--- config.mk ---
export PLATFORM = sky130hd
export DESIGN_NAME = ymodem_receiver_core_flat
export DESIGN_NICKNAME = d
export VERILOG_FILES = /design/src/sv/ymr_pkg.sv /design/src/sv/ymr_if.sv /design/src/sv/ymr_front.sv /design/src/sv/ymr_queue.sv /design/src/sv/ymr_back.sv /design/src/sv/ymodem_receiver_core.sv /design/src/flat_wrapper.sv
export SDC_FILE = /design/constraint.sdc
export NUM_CORES = 1
export LEC_CHECK = 0
export BUFFER_PORTS_ARGS = -buffer_cell sky130_fd_sc_hd__buf_2
export CAP_MARGIN = 20
export CORE_ASPECT_RATIO = 1.75
export CORE_MARGIN = 2
export CORE_UTILIZATION = 57
export DETAILED_ROUTE_END_ITERATION = 8
export HOLD_SLACK_MARGIN = 0.12
export PLACE_DENSITY = 0.75
export SLEW_MARGIN = 20
export SYNTH_ARGS = -nofsm -noshare
export SYNTH_HDL_FRONTEND = slang
export SYNTH_SLANG_ARGS = --single-unit
--- constraint.sdc ---
create_clock -name clk -period 8.1 [get_ports clk]
set_clock_uncertainty 0.1 [all_clocks]
set_input_delay 0.405 -clock clk [delete_from_list [all_inputs] [get_ports clk]]
set_output_delay 0.405 -clock clk [all_outputs]
set_load 0.02 [all_outputs]
--- src/sv/ymr_pkg.sv ---
package ymr_pkg;

    localparam logic [7:0] SYM_SOH = 8'h01;
    localparam logic [7:0] SYM_STX = 8'h02;
    localparam logic [7:0] SYM_ACK = 8'h06;
    localparam logic [7:0] SYM_NAK = 8'h15;
    localparam logic [7:0] SYM_EOT = 8'h04;
    localparam logic [7:0] SYM_C   = 8'h43;
    localparam logic [7:0] SYM_CAN = 8'h18;

    localparam int SHORT_SIZE = 128;
    localparam int LONG_SIZE  = 1024;

    localparam logic [15:0] CRC_POLY      = 16'h1021;
    localparam logic [15:0] RETRY_DEFAULT = 16'd10;

    typedef enum logic [1:0] {
        IN_BYTE  = 2'd0,
        IN_TICK  = 2'd1,
        IN_START = 2'd2,
        IN_NONE  = 2'd3
    } in_kind_t;

    typedef enum logic [2:0] {
        OK_PAYLOAD = 3'd0,
        OK_TX      = 3'd1,
        OK_ACCEPT  = 3'd2,
        OK_DROP    = 3'd3,
        OK_FILE    = 3'd4,
        OK_END     = 3'd5
    } out_kind_t;

    typedef enum logic [1:0] {
        ST_DONE    = 2'd0,
        ST_CANCEL  = 2'd1,
        ST_ERROR   = 2'd2,
        ST_TIMEOUT = 2'd3
    } end_status_t;

    typedef struct packed {
        logic [2:0]  out_kind;
        logic [7:0]  out_byte;
        logic [9:0]  payload_index;
        logic [10:0] deliver_count;
        logic [31:0] file_length;
        logic [1:0]  end_status;
    } res_t;

    // up to three results caused by one input transaction
    typedef struct packed {
        logic [1:0] cnt;
        res_t       r2;
        res_t       r1;
        res_t       r0;
    } bundle_t;

    function automatic res_t mk_res(out_kind_t k, logic [7:0] b, logic [9:0] idx,
                                    logic [10:0] cnt, logic [31:0] flen,
                                    end_status_t st);
        res_t r;
        r.out_kind      = k;
        r.out_byte      = b;
        r.payload_index = idx;
        r.deliver_count = cnt;
        r.file_length   = flen;
        r.end_status    = st;
        return r;
    endfunction

    function automatic res_t tx_res(logic [7:0] b);
        return mk_res(OK_TX, b, 10'd0, 11'd0, 32'd0, ST_DONE);
    endfunction

    function automatic res_t end_res(end_status_t st);
        return mk_res(OK_END, 8'd0, 10'd0, 11'd0, 32'd0, st);
    endfunction

    // crc-16/xmodem, one byte msb first
    function automatic logic [15:0] crc_byte(logic [15:0] crc, logic [7:0] b);
        logic [15:0] c;
        c = crc ^ {b, 8'd0};
        for (int i = 0; i < 8; i++)
        begin
            c = c[15] ? ({c[14:0], 1'b0} ^ CRC_POLY) : {c[14:0], 1'b0};
        end
        return c;
    endfunction

endpackage

--- src/sv/ymr_if.sv ---
interface ymr_in_if;
    logic       valid;
    logic       ready;
    logic [1:0] kind;
    logic [7:0] rx_byte;
    modport source (output valid, kind, rx_byte, input ready);
    modport sink (input valid, kind, rx_byte, output ready);
endinterface

interface ymr_out_if;
    logic        valid;
    logic        ready;
    logic [2:0]  out_kind;
    logic [7:0]  out_byte;
    logic [9:0]  payload_index;
    logic [10:0] deliver_count;
    logic [31:0] file_length;
    logic [1:0]  end_status;
    logic        last;
    modport source (output valid, out_kind, out_byte, payload_index, deliver_count,
                    file_length, end_status, last, input ready);
    modport sink (input valid, out_kind, out_byte, payload_index, deliver_count,
                  file_length, end_status, last, output ready);
endinterface

interface ymr_cfg_if;
    logic        valid;
    logic        ready;
    logic [15:0] retry_limit;
    modport source (output valid, retry_limit, input ready);
    modport sink (input valid, retry_limit, output ready);
endinterface

--- src/sv/ymr_front.sv ---
module ymr_front
    import ymr_pkg::*;
(
    input  logic          clk,
    input  logic          rst_n,
    ymr_in_if.sink        in_ch,
    ymr_cfg_if.sink       cfg_ch,
    input  logic          q_full,
    output logic          push,
    output bundle_t       push_data
);

    typedef enum logic [1:0] { SP_IDLE, SP_META, SP_DATA } sess_t;
    typedef enum logic [1:0] { FP_HEAD, FP_DATA, FP_TAIL, FP_SPARE } fph_t;
    typedef enum logic [2:0] { V_NONE, V_GOOD, V_EOT, V_CAN, V_CRC, V_BAD } verdict_t;

    sess_t       sess_reg, sess_next;
    fph_t        fph_reg, fph_next;
    logic [10:0] bc_reg, bc_next;
    logic        lb_reg, lb_next;
    logic [7:0]  seq_reg, seq_next;
    logic [15:0] crc_reg, crc_next;
    logic [7:0]  crch_reg, crch_next;
    logic        fbz_reg, fbz_next;
    logic        nf_reg, nf_next;
    logic        dop_reg, dop_next;
    logic [31:0] len_reg, len_next;
    logic [31:0] dlv_reg, dlv_next;
    logic [15:0] idle_reg, idle_next;
    logic [15:0] limit_reg;

    logic        acc;
    logic        active;
    logic [10:0] size;
    logic [10:0] bc_inc;
    logic [7:0]  b;
    logic [35:0] len_t;
    logic [31:0] rem;
    logic [10:0] cnt;
    verdict_t    v;
    bundle_t     bd;

    assign in_ch.ready  = !q_full;
    assign cfg_ch.ready = 1'b1;
    assign acc    = in_ch.valid && !q_full;
    assign active = (sess_reg == SP_META) || (sess_reg == SP_DATA);
    assign size   = lb_reg ? 11'(LONG_SIZE) : 11'(SHORT_SIZE);
    assign bc_inc = bc_reg + 11'd1;
    assign b      = in_ch.rx_byte;
    assign len_t  = {1'b0, len_reg, 3'b0} + {3'b0, len_reg, 1'b0} + {28'd0, b - 8'h30};
    assign rem    = (len_reg > dlv_reg) ? (len_reg - dlv_reg) : 32'd0;
    assign cnt    = (rem < {21'd0, size}) ? rem[10:0] : size;

    always_comb
    begin
        sess_next = sess_reg;
        fph_next  = fph_reg;
        bc_next   = bc_reg;
        lb_next   = lb_reg;
        seq_next  = seq_reg;
        crc_next  = crc_reg;
        crch_next = crch_reg;
        fbz_next  = fbz_reg;
        nf_next   = nf_reg;
        dop_next  = dop_reg;
        len_next  = len_reg;
        dlv_next  = dlv_reg;
        idle_next = idle_reg;
        v         = V_NONE;
        bd        = '0;
        if (acc)
        begin
            case (in_ch.kind)
                IN_START:
                begin
                    sess_next = SP_META;
                    fph_next  = FP_HEAD;
                    bc_next   = '0;
                    lb_next   = 1'b0;
                    seq_next  = '0;
                    crc_next  = '0;
                    crch_next = '0;
                    fbz_next  = 1'b0;
                    nf_next   = 1'b0;
                    dop_next  = 1'b0;
                    len_next  = '0;
                    dlv_next  = '0;
                    idle_next = '0;
                end
                IN_TICK:
                begin
                    if (active)
                    begin
                        bd.cnt = 2'd1;
                        if (idle_reg > limit_reg)
                        begin
                            bd.r0     = end_res(ST_TIMEOUT);
                            sess_next = SP_IDLE;
                        end
                        else
                        begin
                            bd.r0 = tx_res(SYM_C);
                        end
                        if (idle_reg != 16'hFFFF)
                        begin
                            idle_next = idle_reg + 16'd1;
                        end
                    end
                end
                IN_BYTE:
                begin
                    if (active)
                    begin
                        idle_next = '0;
                        unique case (fph_reg)
                            FP_HEAD:
                            begin
                                bc_next = bc_inc;
                                if (bc_inc == 11'd1)
                                begin
                                    if (b == SYM_SOH) lb_next = 1'b0;
                                    else if (b == SYM_STX) lb_next = 1'b1;
                                    else if (b == SYM_EOT) v = V_EOT;
                                    else if (b == SYM_CAN) v = V_CAN;
                                    else v = V_BAD;
                                end
                                else if (bc_inc == 11'd2)
                                begin
                                    seq_next = b;
                                end
                                else if (seq_reg != ~b)
                                begin
                                    v = V_BAD;
                                end
                                else
                                begin
                                    fph_next = FP_DATA;
                                    bc_next  = '0;
                                    crc_next = '0;
                                    fbz_next = 1'b0;
                                    nf_next  = 1'b0;
                                    dop_next = 1'b0;
                                    if (sess_reg == SP_META) len_next = '0;
                                end
                            end
                            FP_DATA:
                            begin
                                bd.cnt   = 2'd1;
                                bd.r0    = mk_res(OK_PAYLOAD, b, bc_reg[9:0], 11'd0, 32'd0,
                                                  ST_DONE);
                                crc_next = crc_byte(crc_reg, b);
                                if (sess_reg == SP_META)
                                begin
                                    if (bc_reg == 11'd0) fbz_next = (b == 8'd0);
                                    if (!nf_reg)
                                    begin
                                        if (b == 8'd0)
                                        begin
                                            nf_next  = 1'b1;
                                            dop_next = 1'b1;
                                        end
                                    end
                                    else if (dop_reg)
                                    begin
                                        if (b >= 8'h30 && b <= 8'h39)
                                        begin
                                            len_next = (len_t[35:32] != 4'd0) ? 32'hFFFF_FFFF
                                                                             : len_t[31:0];
                                        end
                                        else
                                        begin
                                            dop_next = 1'b0;
                                        end
                                    end
                                end
                                bc_next = bc_inc;
                                if (bc_inc >= size)
                                begin
                                    fph_next = FP_TAIL;
                                    bc_next  = '0;
                                end
                            end
                            FP_TAIL:
                            begin
                                bc_next = bc_inc;
                                if (bc_inc == 11'd1) crch_next = b;
                                else v = ({crch_reg, b} == crc_reg) ? V_GOOD : V_CRC;
                            end
                            default:
                            begin
                                fph_next = FP_HEAD;
                                bc_next  = '0;
                            end
                        endcase
                        if (v != V_NONE)
                        begin
                            fph_next = FP_HEAD;
                            bc_next  = '0;
                            if (v == V_BAD)
                            begin
                                bd.cnt    = 2'd1;
                                bd.r0     = end_res(ST_ERROR);
                                sess_next = SP_IDLE;
                            end
                            else if (sess_reg == SP_META)
                            begin
                                unique case (v)
                                    V_GOOD:
                                    begin
                                        bd.cnt = 2'd3;
                                        if (fbz_reg)
                                        begin
                                            bd.r0 = mk_res(OK_ACCEPT, 8'd0, 10'd0, 11'd0,
                                                           32'd0, ST_DONE);
                                            bd.r1 = tx_res(SYM_ACK);
                                            bd.r2 = end_res(ST_DONE);
                                            sess_next = SP_IDLE;
                                        end
                                        else
                                        begin
                                            bd.r0 = tx_res(SYM_ACK);
                                            bd.r1 = mk_res(OK_FILE, 8'd0, 10'd0, 11'd0,
                                                           len_reg, ST_DONE);
                                            bd.r2 = tx_res(SYM_C);
                                            dlv_next  = '0;
                                            sess_next = SP_DATA;
                                        end
                                    end
                                    V_EOT:
                                    begin
                                        bd.cnt = 2'd2;
                                        bd.r0  = tx_res(SYM_ACK);
                                        bd.r1  = tx_res(SYM_C);
                                    end
                                    V_CAN:
                                    begin
                                        bd.cnt    = 2'd2;
                                        bd.r0     = tx_res(SYM_NAK);
                                        bd.r1     = end_res(ST_CANCEL);
                                        sess_next = SP_IDLE;
                                    end
                                    default:
                                    begin
                                        bd.cnt = 2'd3;
                                        bd.r0  = mk_res(OK_DROP, 8'd0, 10'd0, 11'd0, 32'd0,
                                                        ST_DONE);
                                        bd.r1  = tx_res(SYM_NAK);
                                        bd.r2  = end_res(ST_ERROR);
                                        sess_next = SP_IDLE;
                                    end
                                endcase
                            end
                            else
                            begin
                                unique case (v)
                                    V_GOOD:
                                    begin
                                        bd.cnt = 2'd2;
                                        if (seq_reg != 8'd0)
                                        begin
                                            bd.r0    = mk_res(OK_ACCEPT, 8'd0, 10'd0, cnt,
                                                              32'd0, ST_DONE);
                                            dlv_next = dlv_reg + {21'd0, cnt};
                                        end
                                        else
                                        begin
                                            bd.r0 = mk_res(OK_ACCEPT, 8'd0, 10'd0, 11'd0,
                                                           32'd0, ST_DONE);
                                        end
                                        bd.r1 = tx_res(SYM_ACK);
                                    end
                                    V_EOT:
                                    begin
                                        bd.cnt    = 2'd1;
                                        bd.r0     = tx_res(SYM_NAK);
                                        sess_next = SP_META;
                                    end
                                    V_CAN:
                                    begin
                                        bd.cnt    = 2'd2;
                                        bd.r0     = tx_res(SYM_ACK);
                                        bd.r1     = end_res(ST_CANCEL);
                                        sess_next = SP_IDLE;
                                    end
                                    default:
                                    begin
                                        bd.cnt = 2'd2;
                                        bd.r0  = mk_res(OK_DROP, 8'd0, 10'd0, 11'd0, 32'd0,
                                                        ST_DONE);
                                        bd.r1  = tx_res(SYM_NAK);
                                    end
                                endcase
                            end
                        end
                    end
                end
                default:
                begin
                end
            endcase
        end
    end

    assign push      = acc && (bd.cnt != 2'd0);
    assign push_data = bd;

    always_ff @(posedge clk or negedge rst_n)
    begin
        if (!rst_n)
        begin
            sess_reg  <= SP_IDLE;
            fph_reg   <= FP_HEAD;
            bc_reg    <= '0;
            lb_reg    <= 1'b0;
            seq_reg   <= '0;
            crc_reg   <= '0;
            crch_reg  <= '0;
            fbz_reg   <= 1'b0;
            nf_reg    <= 1'b0;
            dop_reg   <= 1'b0;
            len_reg   <= '0;
            dlv_reg   <= '0;
            idle_reg  <= '0;
            limit_reg <= RETRY_DEFAULT;
        end
        else
        begin
            sess_reg  <= sess_next;
            fph_reg   <= fph_next;
            bc_reg    <= bc_next;
            lb_reg    <= lb_next;
            seq_reg   <= seq_next;
            crc_reg   <= crc_next;
            crch_reg  <= crch_next;
            fbz_reg   <= fbz_next;
            nf_reg    <= nf_next;
            dop_reg   <= dop_next;
            len_reg   <= len_next;
            dlv_reg   <= dlv_next;
            idle_reg  <= idle_next;
            if (cfg_ch.valid)
            begin
                limit_reg <= cfg_ch.retry_limit;
            end
        end
    end

endmodule

--- src/sv/ymr_queue.sv ---
module ymr_queue
    import ymr_pkg::*;
#(
    parameter int DEPTH = 2
)
(
    input  logic    clk,
    input  logic    rst_n,
    input  logic    push,
    input  bundle_t push_data,
    input  logic    pop,
    output logic    full,
    output logic    empty,
    output bundle_t head
);

    localparam int PW = (DEPTH > 1) ? $clog2(DEPTH) : 1;
    localparam int CW = $clog2(DEPTH + 1);

    bundle_t       mem [DEPTH];
    logic [PW-1:0] wp_reg, wp_next;
    logic [PW-1:0] rp_reg, rp_next;
    logic [CW-1:0] cnt_reg, cnt_next;
    logic          do_push;
    logic          do_pop;

    assign full    = (cnt_reg == CW'(DEPTH));
    assign empty   = (cnt_reg == '0);
    assign head    = mem[rp_reg];
    assign do_push = push && !full;
    assign do_pop  = pop && !empty;

    always_comb
    begin
        wp_next  = wp_reg;
        rp_next  = rp_reg;
        cnt_next = cnt_reg;
        if (do_push)
        begin
            wp_next = (wp_reg == PW'(DEPTH - 1)) ? '0 : wp_reg + PW'(1);
        end
        if (do_pop)
        begin
            rp_next = (rp_reg == PW'(DEPTH - 1)) ? '0 : rp_reg + PW'(1);
        end
        if (do_push && !do_pop) cnt_next = cnt_reg + CW'(1);
        else if (do_pop && !do_push) cnt_next = cnt_reg - CW'(1);
    end

    always_ff @(posedge clk)
    begin
        if (do_push)
        begin
            mem[wp_reg] <= push_data;
        end
    end

    always_ff @(posedge clk or negedge rst_n)
    begin
        if (!rst_n)
        begin
            wp_reg  <= '0;
            rp_reg  <= '0;
            cnt_reg <= '0;
        end
        else
        begin
            wp_reg  <= wp_next;
            rp_reg  <= rp_next;
            cnt_reg <= cnt_next;
        end
    end

endmodule

--- src/sv/ymr_back.sv ---
module ymr_back
    import ymr_pkg::*;
(
    input  logic      clk,
    input  logic      rst_n,
    input  logic      empty,
    input  bundle_t   head,
    output logic      pop,
    ymr_out_if.source out_ch
);

    logic [1:0] sel_reg, sel_next;
    logic       fire;
    logic       is_last;
    res_t       cur;

    always_comb
    begin
        case (sel_reg)
            2'd0:    cur = head.r0;
            2'd1:    cur = head.r1;
            default: cur = head.r2;
        endcase
    end

    assign is_last = (sel_reg == head.cnt - 2'd1);
    assign fire    = out_ch.valid && out_ch.ready;
    assign pop     = fire && is_last;
    assign sel_next = fire ? (is_last ? 2'd0 : sel_reg + 2'd1) : sel_reg;

    assign out_ch.valid         = !empty;
    assign out_ch.out_kind      = cur.out_kind;
    assign out_ch.out_byte      = cur.out_byte;
    assign out_ch.payload_index = cur.payload_index;
    assign out_ch.deliver_count = cur.deliver_count;
    assign out_ch.file_length   = cur.file_length;
    assign out_ch.end_status    = cur.end_status;
    assign out_ch.last          = is_last;

    always_ff @(posedge clk or negedge rst_n)
    begin
        if (!rst_n)
        begin
            sel_reg <= 2'd0;
        end
        else
        begin
            sel_reg <= sel_next;
        end
    end

endmodule

--- src/sv/ymodem_receiver_core.sv ---
// a transaction's results are registered in the result queue before they are offered
// throughput: one input transaction per cycle while the result queue has room;
//   the output side drains one result per cycle while out_ch.ready is high
// reset: rst_n is asynchronous, active low; session idle, queue empty, retry_limit 10
module ymodem_receiver_core
    import ymr_pkg::*;
#(
    parameter int QUEUE_DEPTH = 2
)
(
    input  logic      clk,
    input  logic      rst_n,
    ymr_in_if.sink    in_ch,
    ymr_cfg_if.sink   cfg_ch,
    ymr_out_if.source out_ch
);

    // front: parses bytes, keeps all session/frame state, builds result bundles
    // queue: bundles waiting for the output side
    // back: walks each bundle out one result per transaction

    logic    q_full;
    logic    q_empty;
    logic    push;
    logic    pop;
    bundle_t push_data;
    bundle_t head;

    ymr_front u_front (
        .clk       (clk),
        .rst_n     (rst_n),
        .in_ch     (in_ch),
        .cfg_ch    (cfg_ch),
        .q_full    (q_full),
        .push      (push),
        .push_data (push_data)
    );

    ymr_queue #(
        .DEPTH (QUEUE_DEPTH)
    ) u_queue (
        .clk       (clk),
        .rst_n     (rst_n),
        .push      (push),
        .push_data (push_data),
        .pop       (pop),
        .full      (q_full),
        .empty     (q_empty),
        .head      (head)
    );

    ymr_back u_back (
        .clk    (clk),
        .rst_n  (rst_n),
        .empty  (q_empty),
        .head   (head),
        .pop    (pop),
        .out_ch (out_ch)
    );

endmodule

--- src/flat_wrapper.sv ---
// flat-port wrapper written by rule: the top's interface ports become plain ports
module ymodem_receiver_core_flat import ymr_pkg::*;
#(
    parameter int QUEUE_DEPTH = 2
)
  (clk, rst_n, in_ch_valid, in_ch_kind, in_ch_rx_byte, in_ch_ready, cfg_ch_valid, cfg_ch_retry_limit, cfg_ch_ready, out_ch_valid, out_ch_out_kind, out_ch_out_byte, out_ch_payload_index, out_ch_deliver_count, out_ch_file_length, out_ch_end_status, out_ch_last, out_ch_ready);
  ymr_in_if in_ch_i ();
  ymr_cfg_if cfg_ch_i ();
  ymr_out_if out_ch_i ();
  input  logic clk;
  input  logic rst_n;
  input wire logic [$bits(in_ch_i.valid)-1:0] in_ch_valid;
  input wire logic [$bits(in_ch_i.kind)-1:0] in_ch_kind;
  input wire logic [$bits(in_ch_i.rx_byte)-1:0] in_ch_rx_byte;
  output wire logic [$bits(in_ch_i.ready)-1:0] in_ch_ready;
  input wire logic [$bits(cfg_ch_i.valid)-1:0] cfg_ch_valid;
  input wire logic [$bits(cfg_ch_i.retry_limit)-1:0] cfg_ch_retry_limit;
  output wire logic [$bits(cfg_ch_i.ready)-1:0] cfg_ch_ready;
  output wire logic [$bits(out_ch_i.valid)-1:0] out_ch_valid;
  output wire logic [$bits(out_ch_i.out_kind)-1:0] out_ch_out_kind;
  output wire logic [$bits(out_ch_i.out_byte)-1:0] out_ch_out_byte;
  output wire logic [$bits(out_ch_i.payload_index)-1:0] out_ch_payload_index;
  output wire logic [$bits(out_ch_i.deliver_count)-1:0] out_ch_deliver_count;
  output wire logic [$bits(out_ch_i.file_length)-1:0] out_ch_file_length;
  output wire logic [$bits(out_ch_i.end_status)-1:0] out_ch_end_status;
  output wire logic [$bits(out_ch_i.last)-1:0] out_ch_last;
  input wire logic [$bits(out_ch_i.ready)-1:0] out_ch_ready;
  assign in_ch_i.valid = in_ch_valid;
  assign in_ch_i.kind = in_ch_kind;
  assign in_ch_i.rx_byte = in_ch_rx_byte;
  assign in_ch_ready = in_ch_i.ready;
  assign cfg_ch_i.valid = cfg_ch_valid;
  assign cfg_ch_i.retry_limit = cfg_ch_retry_limit;
  assign cfg_ch_ready = cfg_ch_i.ready;
  assign out_ch_valid = out_ch_i.valid;
  assign out_ch_out_kind = out_ch_i.out_kind;
  assign out_ch_out_byte = out_ch_i.out_byte;
  assign out_ch_payload_index = out_ch_i.payload_index;
  assign out_ch_deliver_count = out_ch_i.deliver_count;
  assign out_ch_file_length = out_ch_i.file_length;
  assign out_ch_end_status = out_ch_i.end_status;
  assign out_ch_last = out_ch_i.last;
  assign out_ch_i.ready = out_ch_ready;
  ymodem_receiver_core #(.QUEUE_DEPTH(QUEUE_DEPTH)) u_core (.clk(clk), .rst_n(rst_n), .in_ch(in_ch_i), .cfg_ch(cfg_ch_i), .out_ch(out_ch_i));
endmodule
==> implementation parameters, run 1 <==
Parameter                              Value

Synthesis
  Parity-gate share of the synthesized area counting xor and xnor cells ... 5.92%
  Avg Inst Size Synth ... 9.76 um2
  Most numerous cell in the Yosys netlist ... nand2_1
  Top cell type's share of synthesized area ... 23.8%
  Number of instances in the synthesized netlist ... 2047
  Async set-or-reset flop fraction in the synthesized netlist ... 49.2%
  Cell type contributing the most total cell area after synthesis ... edfxtp_1
  Mux contribution to synthesized area ... 4.74%
  Synth Flop Type ... edfxtp_1
  Warnings from Yosys ... 0
  Area fraction in compound gates after synthesis ... 16.8%
  Mapped Nets ... 2220
  Post-synthesis share of cell area spent on full adders, half adders and majority gates ... 9.20%
  Largest family of logic cells by synthesized area ... compound AO/OA/AOI/OAI gates
  Count of flip-flops with a built-in enable after synthesis ... 158
  Top post-synthesis cells by count ... nand2_1 (177), a21oi_1 (171), edfxtp_1 (158)
  Distinct cell type count of the synthesized netlist ... 96
  Area fraction in and, or, nand and nor cells after synthesis ... 16.4%
  Post-synthesis instance area ... 20000 um2
  Register bit total from synthesis ... 311
  Synth top area cells ... edfxtp_1 (24%), dfrtp_1 (19%), ha_1 (8.4%)
  Part of the Yosys area used for sequential elements ... 42.9%

Run status
  Run status ... finished clean

STA
  Worst hold margin ... 0.174 ns
  Number of max-slew violations in the final report ... 0
  Worst-Margin Slew ... 1.05 ns
  Period utilisation layout ... 94.2%
  Final hold vios ... 0
  Count of final setup violators ... 0
  Post-layout minimum cycle time ... 7.63 ns
  Setup repair after global routing missed its margin ... no
  Maximum clock rate ... 0.131 GHz
  Headroom to the max-slew limit ... 29.3%
  Final setup TNS ... 0 ns

Clock network
  TritonCTS clock tree ... yes
  Deepest clock path buffer count ... 3
  Total CTS buffers ... 29
  Clock latency at the later pin of the worst-skew pair ... 0.59 ns
  H-tree depth ... 1
  CTS clk-pin slew, worst paths ... 0.07 ns
  Root Buffer ... clkbuf_16
  Total number of clock tree sinks ... 311

Floorplanning
  Die height ... 252 um
  Row count ... 90
  Total core area ... 34500 um2
  Die area ... 36600 um2
  Horiz. Die Dim ... 146 um
  Starting Density ... 58.0%
  Top Ports ... 101

Pwr
  Total power density per cell area ... 234 nW/um2
  Final Total Pwr ... 5210 uW
  Worst supply voltage drop on vdd ... 0.208 mV
  Leakage power ... 0.00989 uW

Routing
  Wirelength per Cell ... 21.7 um
  Number of vias after detailed routing ... 16200
  DR iter-0 viols ... 934
  Final antenna-violating net count ... 0
  Wirelength, routed ... 56.8 mm
  Vias per cell ... 6.19
  Number of design rule violations left after detail routing ... 0
  Detailed-routing iteration count for the pre-antenna-repair pass ... 7

Worst hold path
  Cells on Worst Hold Path ... 3
  Worst Hold Class ... in -> reg
  Hold worst-path end ... u_core.u_front.limit_reg[15]$_DFFE_PN0P_
  Launch point of the worst hold path ... cfg_ch_valid

Critical path
  Data arrival at the endpoint of the critical path ... 8.03 ns
  Worst reg2reg setup slack ... 0.47 ns
  Critical path class ... reg -> reg
  FF-to-FF Start ... u_core.u_front.dlv_reg[11]$_DFFE_PN0P_
  Max incr delay on CP ... 0.50 ns
  CP Launch Type ... flop
  Buffer and inverter count on the worst path ... 2
  Category of cells accounting for the largest share of critical-path delay ... compound AO/OA/AOI/OAI gates
  Kind of end point of the critical path ... flop
  Capturing point of the worst reg2reg path ... u_core.u_front.dlv_reg[16]$_DFFE_PN0P_
  Worst-path fanout max ... 10
  Cell with the biggest individual delay on the critical path ... or3_1
  Data required time at the worst endpoint ... 8.50 ns
  Count of cells along the worst register-to-register path ... 28

Layout
  Fill cell count ... 2828
  Number of nets in the final layout ... 2312
  Antenna cell count ... 0
  Layout cell share with drive strength beyond 1 ... 11.7%
  Flip-flop count of the largest register, all copies and words added ... 158
  Area growth, synth to finish ... 11.4%

GRT
  Overflow left after global routing ... 0
  Via count of the first global-routing pass ... 16800
  Number of antenna violations at the first check in global routing ... 0
  Wire length of the first global-routing pass ... 89.4 mm
  Pin count of the biggest net entering global routing ... 89
  GRT Total Usage ... 31.0%

Place
  Placed wire-length estimate ... 42.5 mm
  Placer Congestion ... 1.02
  Buffers on Ports ... 99

Run
  MaxCap Viol Count ... 0
[layout make-up]
cell class | instances | area, um2 | area share, %
Clock inverter | 15 | 159 | 0.714
Inverter | 108 | 405 | 1.82
Sequential cell | 311 | 8580 | 38.6
Clock buffer | 39 | 838 | 3.77
Tap cell | 460 | 576 | 2.59
Multi-Input combinational cell | 1530 | 10700 | 47.9
Timing Repair Buffer | 159 | 1030 | 4.65
[worst max path at each step]
stage	start	end	depth (start not counted)	slack, ns
global route	u_core.u_front.dlv_reg[11]$_DFFE_PN0P_	u_core.u_front.dlv_reg[24]$_DFFE_PN0P_	28	0.03
floorplan	u_core.u_front.bc_reg[0]$_DFFE_PN0P_	u_core.u_queue.mem[0][0]$_DFFE_PP_	10	0.50
detailed placement	u_core.u_front.len_reg[19]$_DFFE_PN0P_	u_core.u_front.dlv_reg[26]$_DFFE_PN0P_	27	0.47
finish	u_core.u_front.dlv_reg[11]$_DFFE_PN0P_	u_core.u_front.dlv_reg[16]$_DFFE_PN0P_	28	0.47
CTS	u_core.u_front.len_reg[19]$_DFFE_PN0P_	u_core.u_front.dlv_reg[16]$_DFFE_PN0P_	27	0.40
global placement	u_core.u_front.len_reg[19]$_DFFE_PN0P_	u_core.u_front.dlv_reg[30]$_DFFE_PN0P_	27	0.64
[power by group]
| group | total [uW] | leakage (uW) | switching [uW] | internal (uW) |
|---|---|---|---|---|
| sequential | 1910 | 0.00355 | 90.2 | 1820 |
| combinational | 1870 | 0.00586 | 1180 | 686 |
| clock | 1430 | 0.000486 | 627 | 801 |
[cells in the final DEF, fill, tap and decap left out, types with 13 or more instances in the layout]
master and count:
a21o_1 39, a21oi_1 168, and2_1 47, buf_2 98
buf_4 33, clkbuf_16 32, dfrtp_1 150, dlygate4sd3_1 25
edfxtp_1 158, ha_1 133, inv_1 107, mux2_2 25
mux2i_1 65, nand2_1 177, nand2b_1 18, nand3_1 35
nand4_1 26, nor2_1 113, nor2b_1 75, nor3_1 28
nor4_1 29, o211ai_1 13, o21a_1 15, o21ai_0 125
o31ai_1 30, or3_1 28, xnor2_1 85, xor2_1 50
[cell families (layout without fill, tap and decap cells)]
| kind of cell | count (synthesis) | after routing |
|---|---|---|
| fa+ha+maj | 142 | 142 |
| xor+xnor | 135 | 135 |
| simple gates | 633 | 633 |
| buf+inv | 206 | 321 |
| flops | 311 | 311 |
| compound gates | 528 | 528 |
| mux | 91 | 91 |
| other cells | 1 | 1 |
[metal layers]
layer	global-route usage (%)	vias to the layer above	wire length [um]
li1	-	7589	-
met1	30.7	7869	19200
met2	58.9	546	30400
met3	3.33	228	2250
met4	23.2	0	4960
met5	0	-	0
[tightest hold or removal path: stages]
cell,delay (ns)
buf_2,0.25
nand2_1,0.10
o21ai_0,0.07
[repair_timing]
item / 4_1_cts / 5_1_grt
buffers inserted: 0 / 0
hold endpoints to repair: 113 / 0
hold buffers: 25 / 0
gates resized for setup: 0 / 4
endpoints found under the setup margin: 0 / 20
[through the flow]
stage	instances	utilization (%)	setup slack, ns	cell area (um2)
after global routing	2622	64.6	0.0254	22200
final	2622	64.6	0.471	22200
after detailed placement	2541	60.8	0.471	20900
after floorplan	2047	-	0.503	20000
after CTS	2620	64.4	0.405	22200
after global placement	2541	60.7	0.636	20900
(Power assumes the default switching activity.)
==> run 2: changes to the inputs <==
==> constraint.sdc (replaced) <==
create_clock -name clk -period 6.2 [get_ports clk]
set_clock_uncertainty 0.1 [all_clocks]
set_input_delay 0.31 -clock clk [delete_from_list [all_inputs] [get_ports clk]]
set_output_delay 0.31 -clock clk [all_outputs]
set_load 0.02 [all_outputs]
==> implementation parameters, run 2 (synthesized netlist as in run 1, its figures left out) <==
Parameter                              Value

Run status
  Run status ... finished, violations left
  Failing checks ... negative setup slack

STA
  Post-layout minimum cycle time ... 6.31 ns
  Number of max-slew violations in the final report ... 0
  Final hold vios ... 0
  Setup repair after global routing missed its margin ... yes
  Count of final setup violators ... 10
  Min setup slack post-route ... -0.111 ns
  Maximum clock rate ... 0.158 GHz
  Worst-Margin Slew ... 0.994 ns
  Period utilisation layout ... 102%
  Headroom to the max-slew limit ... 33.7%

Routing
  Wirelength, routed ... 60.4 mm
  Final antenna-violating net count ... 0
  Number of vias after detailed routing ... 17100
  Vias per cell ... 6.18
  DR iter-0 viols ... 1087
  Wirelength per Cell ... 21.8 um
  Number of design rule violations left after detail routing ... 0
  Detailed-routing iteration count for the pre-antenna-repair pass ... 5

Layout
  Area growth, synth to finish ... 19.1%
  Final core utilization ... 69.0%
  Non-Filler Instances ... 2768
  Flip-flop count of the largest register, all copies and words added ... 158
  Antenna cell count ... 0
  Layout cell share with drive strength beyond 1 ... 18.3%
  Most frequent standard cell in the layout excluding fill and tap cells ... nand2_1
  Number of nets in the final layout ... 2458
  Most frequent cells in the layout ... nand2_1 (177), a21oi_1 (164), edfxtp_1 (158), dfrtp_1 (150), buf_4 (146)

Critical path
  FF-to-FF Start ... u_core.u_front.len_reg[18]$_DFFE_PN0P_
  Worst-path fanout max ... 8
  Data required time at the worst endpoint ... 6.60 ns
  Worst reg2reg setup slack ... -0.11 ns
  CP Launch Type ... flop
  Kind of end point of the critical path ... flop
  Capturing point of the worst reg2reg path ... u_core.u_front.dlv_reg[26]$_DFFE_PN0P_
  Buffer and inverter count on the worst path ... 3
  Category of cells accounting for the largest share of critical-path delay ... simple AND/OR/NAND/NOR gates
  Max incr delay on CP ... 0.46 ns
  Cell with the biggest individual delay on the critical path ... or3_4
  Count of cells along the worst register-to-register path ... 28
  Data arrival at the endpoint of the critical path ... 6.71 ns
  Critical path class ... reg -> reg

GRT
  Number of antenna violations at the first check in global routing ... 0
  Overflow left after global routing ... 0
  Pin count of the biggest net entering global routing ... 67
  Via count of the first global-routing pass ... 17600
  Wire length of the first global-routing pass ... 93.8 mm
  GRT Total Usage ... 32.6%

Worst hold path
  Worst Hold Class ... in -> reg
  Cells on Worst Hold Path ... 2
  Launch point of the worst hold path ... cfg_ch_valid
  Hold worst-path end ... u_core.u_front.limit_reg[10]$_DFFE_PN0P_

Place
  Buffers on Ports ... 99
  Post-Place Cells ... 2629
  Placed wire-length estimate ... 43.9 mm
  Setup slack after placement ... -0.171 ns
  Placer Congestion ... 1.02

Clock network
  Total number of clock tree sinks ... 311
  Root Buffer ... clkbuf_16
  Total CTS buffers ... 29
  TritonCTS clock tree ... yes
  Deepest clock path buffer count ... 3
  H-tree depth ... 1
  CTS clk-pin slew, worst paths ... 0.07 ns
  Clock latency at the later pin of the worst-skew pair ... 0.59 ns

Floorplanning
  Top Ports ... 101
  Total core area ... 34500 um2
  Row count ... 90
  Die area ... 36600 um2
  Die height ... 252 um
  Horiz. Die Dim ... 146 um
  Starting Density ... 58.0%

Run
  MaxCap Viol Count ... 0

Pwr
  Leakage power ... 0.0106 uW
  Worst supply voltage drop on vdd ... 0.263 mV
  Total power density per cell area ... 301 nW/um2
## run 2: cell count changes in the layout (fill, tap and decap cells not counted), sizes merged
cell | before | now
buf | 134 | 257
bufinv | 2 | 5
clkbuf | 39 | 36
clkinv | 9 | 8
clkinvlp | 2 | 3
dlygate4sd3 | 25 | 48
## run 2: area by class of cell
type / instances / area, um2
multi-input cells: 1530 / 11000
fillers: 2624 / 10700
flip-flops and latches: 311 / 8580
repair buffers: 305 / 2230
clock buffers: 36 / 781
well taps: 460 / 576
inverters: 108 / 407
clock inverters: 18 / 234
## run 2: what timing repair did
action | 4_1_cts | 5_1_grt
buffers inserted | 20 | 15
pin swaps | 26 | 54
cloned | 2 | 0
resized for setup | 30 | 49
hold buffers | 48 | 0
setup endpoints to repair | 18 | 26
hold endpoints to repair | 82 | 0
## run 2: how the worst max path moves through the flow
stage,start,end,slack (ns),cells past startpoint
2_1_floorplan,u_core.u_front.len_reg[0]$_DFFE_PN0P_,u_core.u_front.dlv_reg[31]$_DFFE_PN0P_,0.01,33
3_3_place_gp,u_core.u_front.dlv_reg[19]$_DFFE_PN0P_,u_core.u_front.dlv_reg[21]$_DFFE_PN0P_,0.08,30
3_5_place_dp,u_core.u_front.dlv_reg[19]$_DFFE_PN0P_,u_core.u_front.dlv_reg[9]$_DFFE_PN0P_,-0.17,30
4_1_cts,u_core.u_front.len_reg[12]$_DFFE_PN0P_,u_core.u_front.dlv_reg[12]$_DFFE_PN0P_,0.003,28
5_1_grt,u_core.u_front.dlv_reg[16]$_DFFE_PN0P_,u_core.u_front.dlv_reg[26]$_DFFE_PN0P_,-0.48,29
6_report,u_core.u_front.len_reg[18]$_DFFE_PN0P_,u_core.u_front.dlv_reg[26]$_DFFE_PN0P_,-0.11,28
## run 2: per-stage QoR
step	hold slack, ns	area, um2	power, uW	TNS [ns]
global placement	0.212	21600	4990	0
CTS	0.120	23400	7120	0
detailed placement	0.224	21600	5040	-1.54
global route	0.151	23800	7460	-9.49
finish	0.134	23800	7170	-0.529
floorplan	-0.0856	20000	4210	0
## run 2: report_power, final
group | switching, uW | leakage [uW] | internal [uW] | total, uW
registers | 111 | 0.00355 | 2380 | 2490
clock network | 823 | 0.000490 | 1110 | 1930
logic | 1630 | 0.00658 | 1120 | 2750
total | 2570 | 0.0106 | 4600 | 7170
## run 2: worst reg2reg max path: cells and delay by family (launching register included)
kind	cells	cell delay (ns)
buffers and inverters	3	0.36
adders and majority gates	4	1.09
AOI/OAI and AO/OA	9	1.59
and+or+nand+nor	12	2.64
DFF	1	0.44
## run 2: per-layer routing
metal  track usage (%)  vias up  wire length [um]
met4              23.7        0              5240
met2              63.1      679             32800
met5                 0        -                 0
li1                  -     7881                 -
met3              3.11      277              2510
met1              31.7     8272             19900
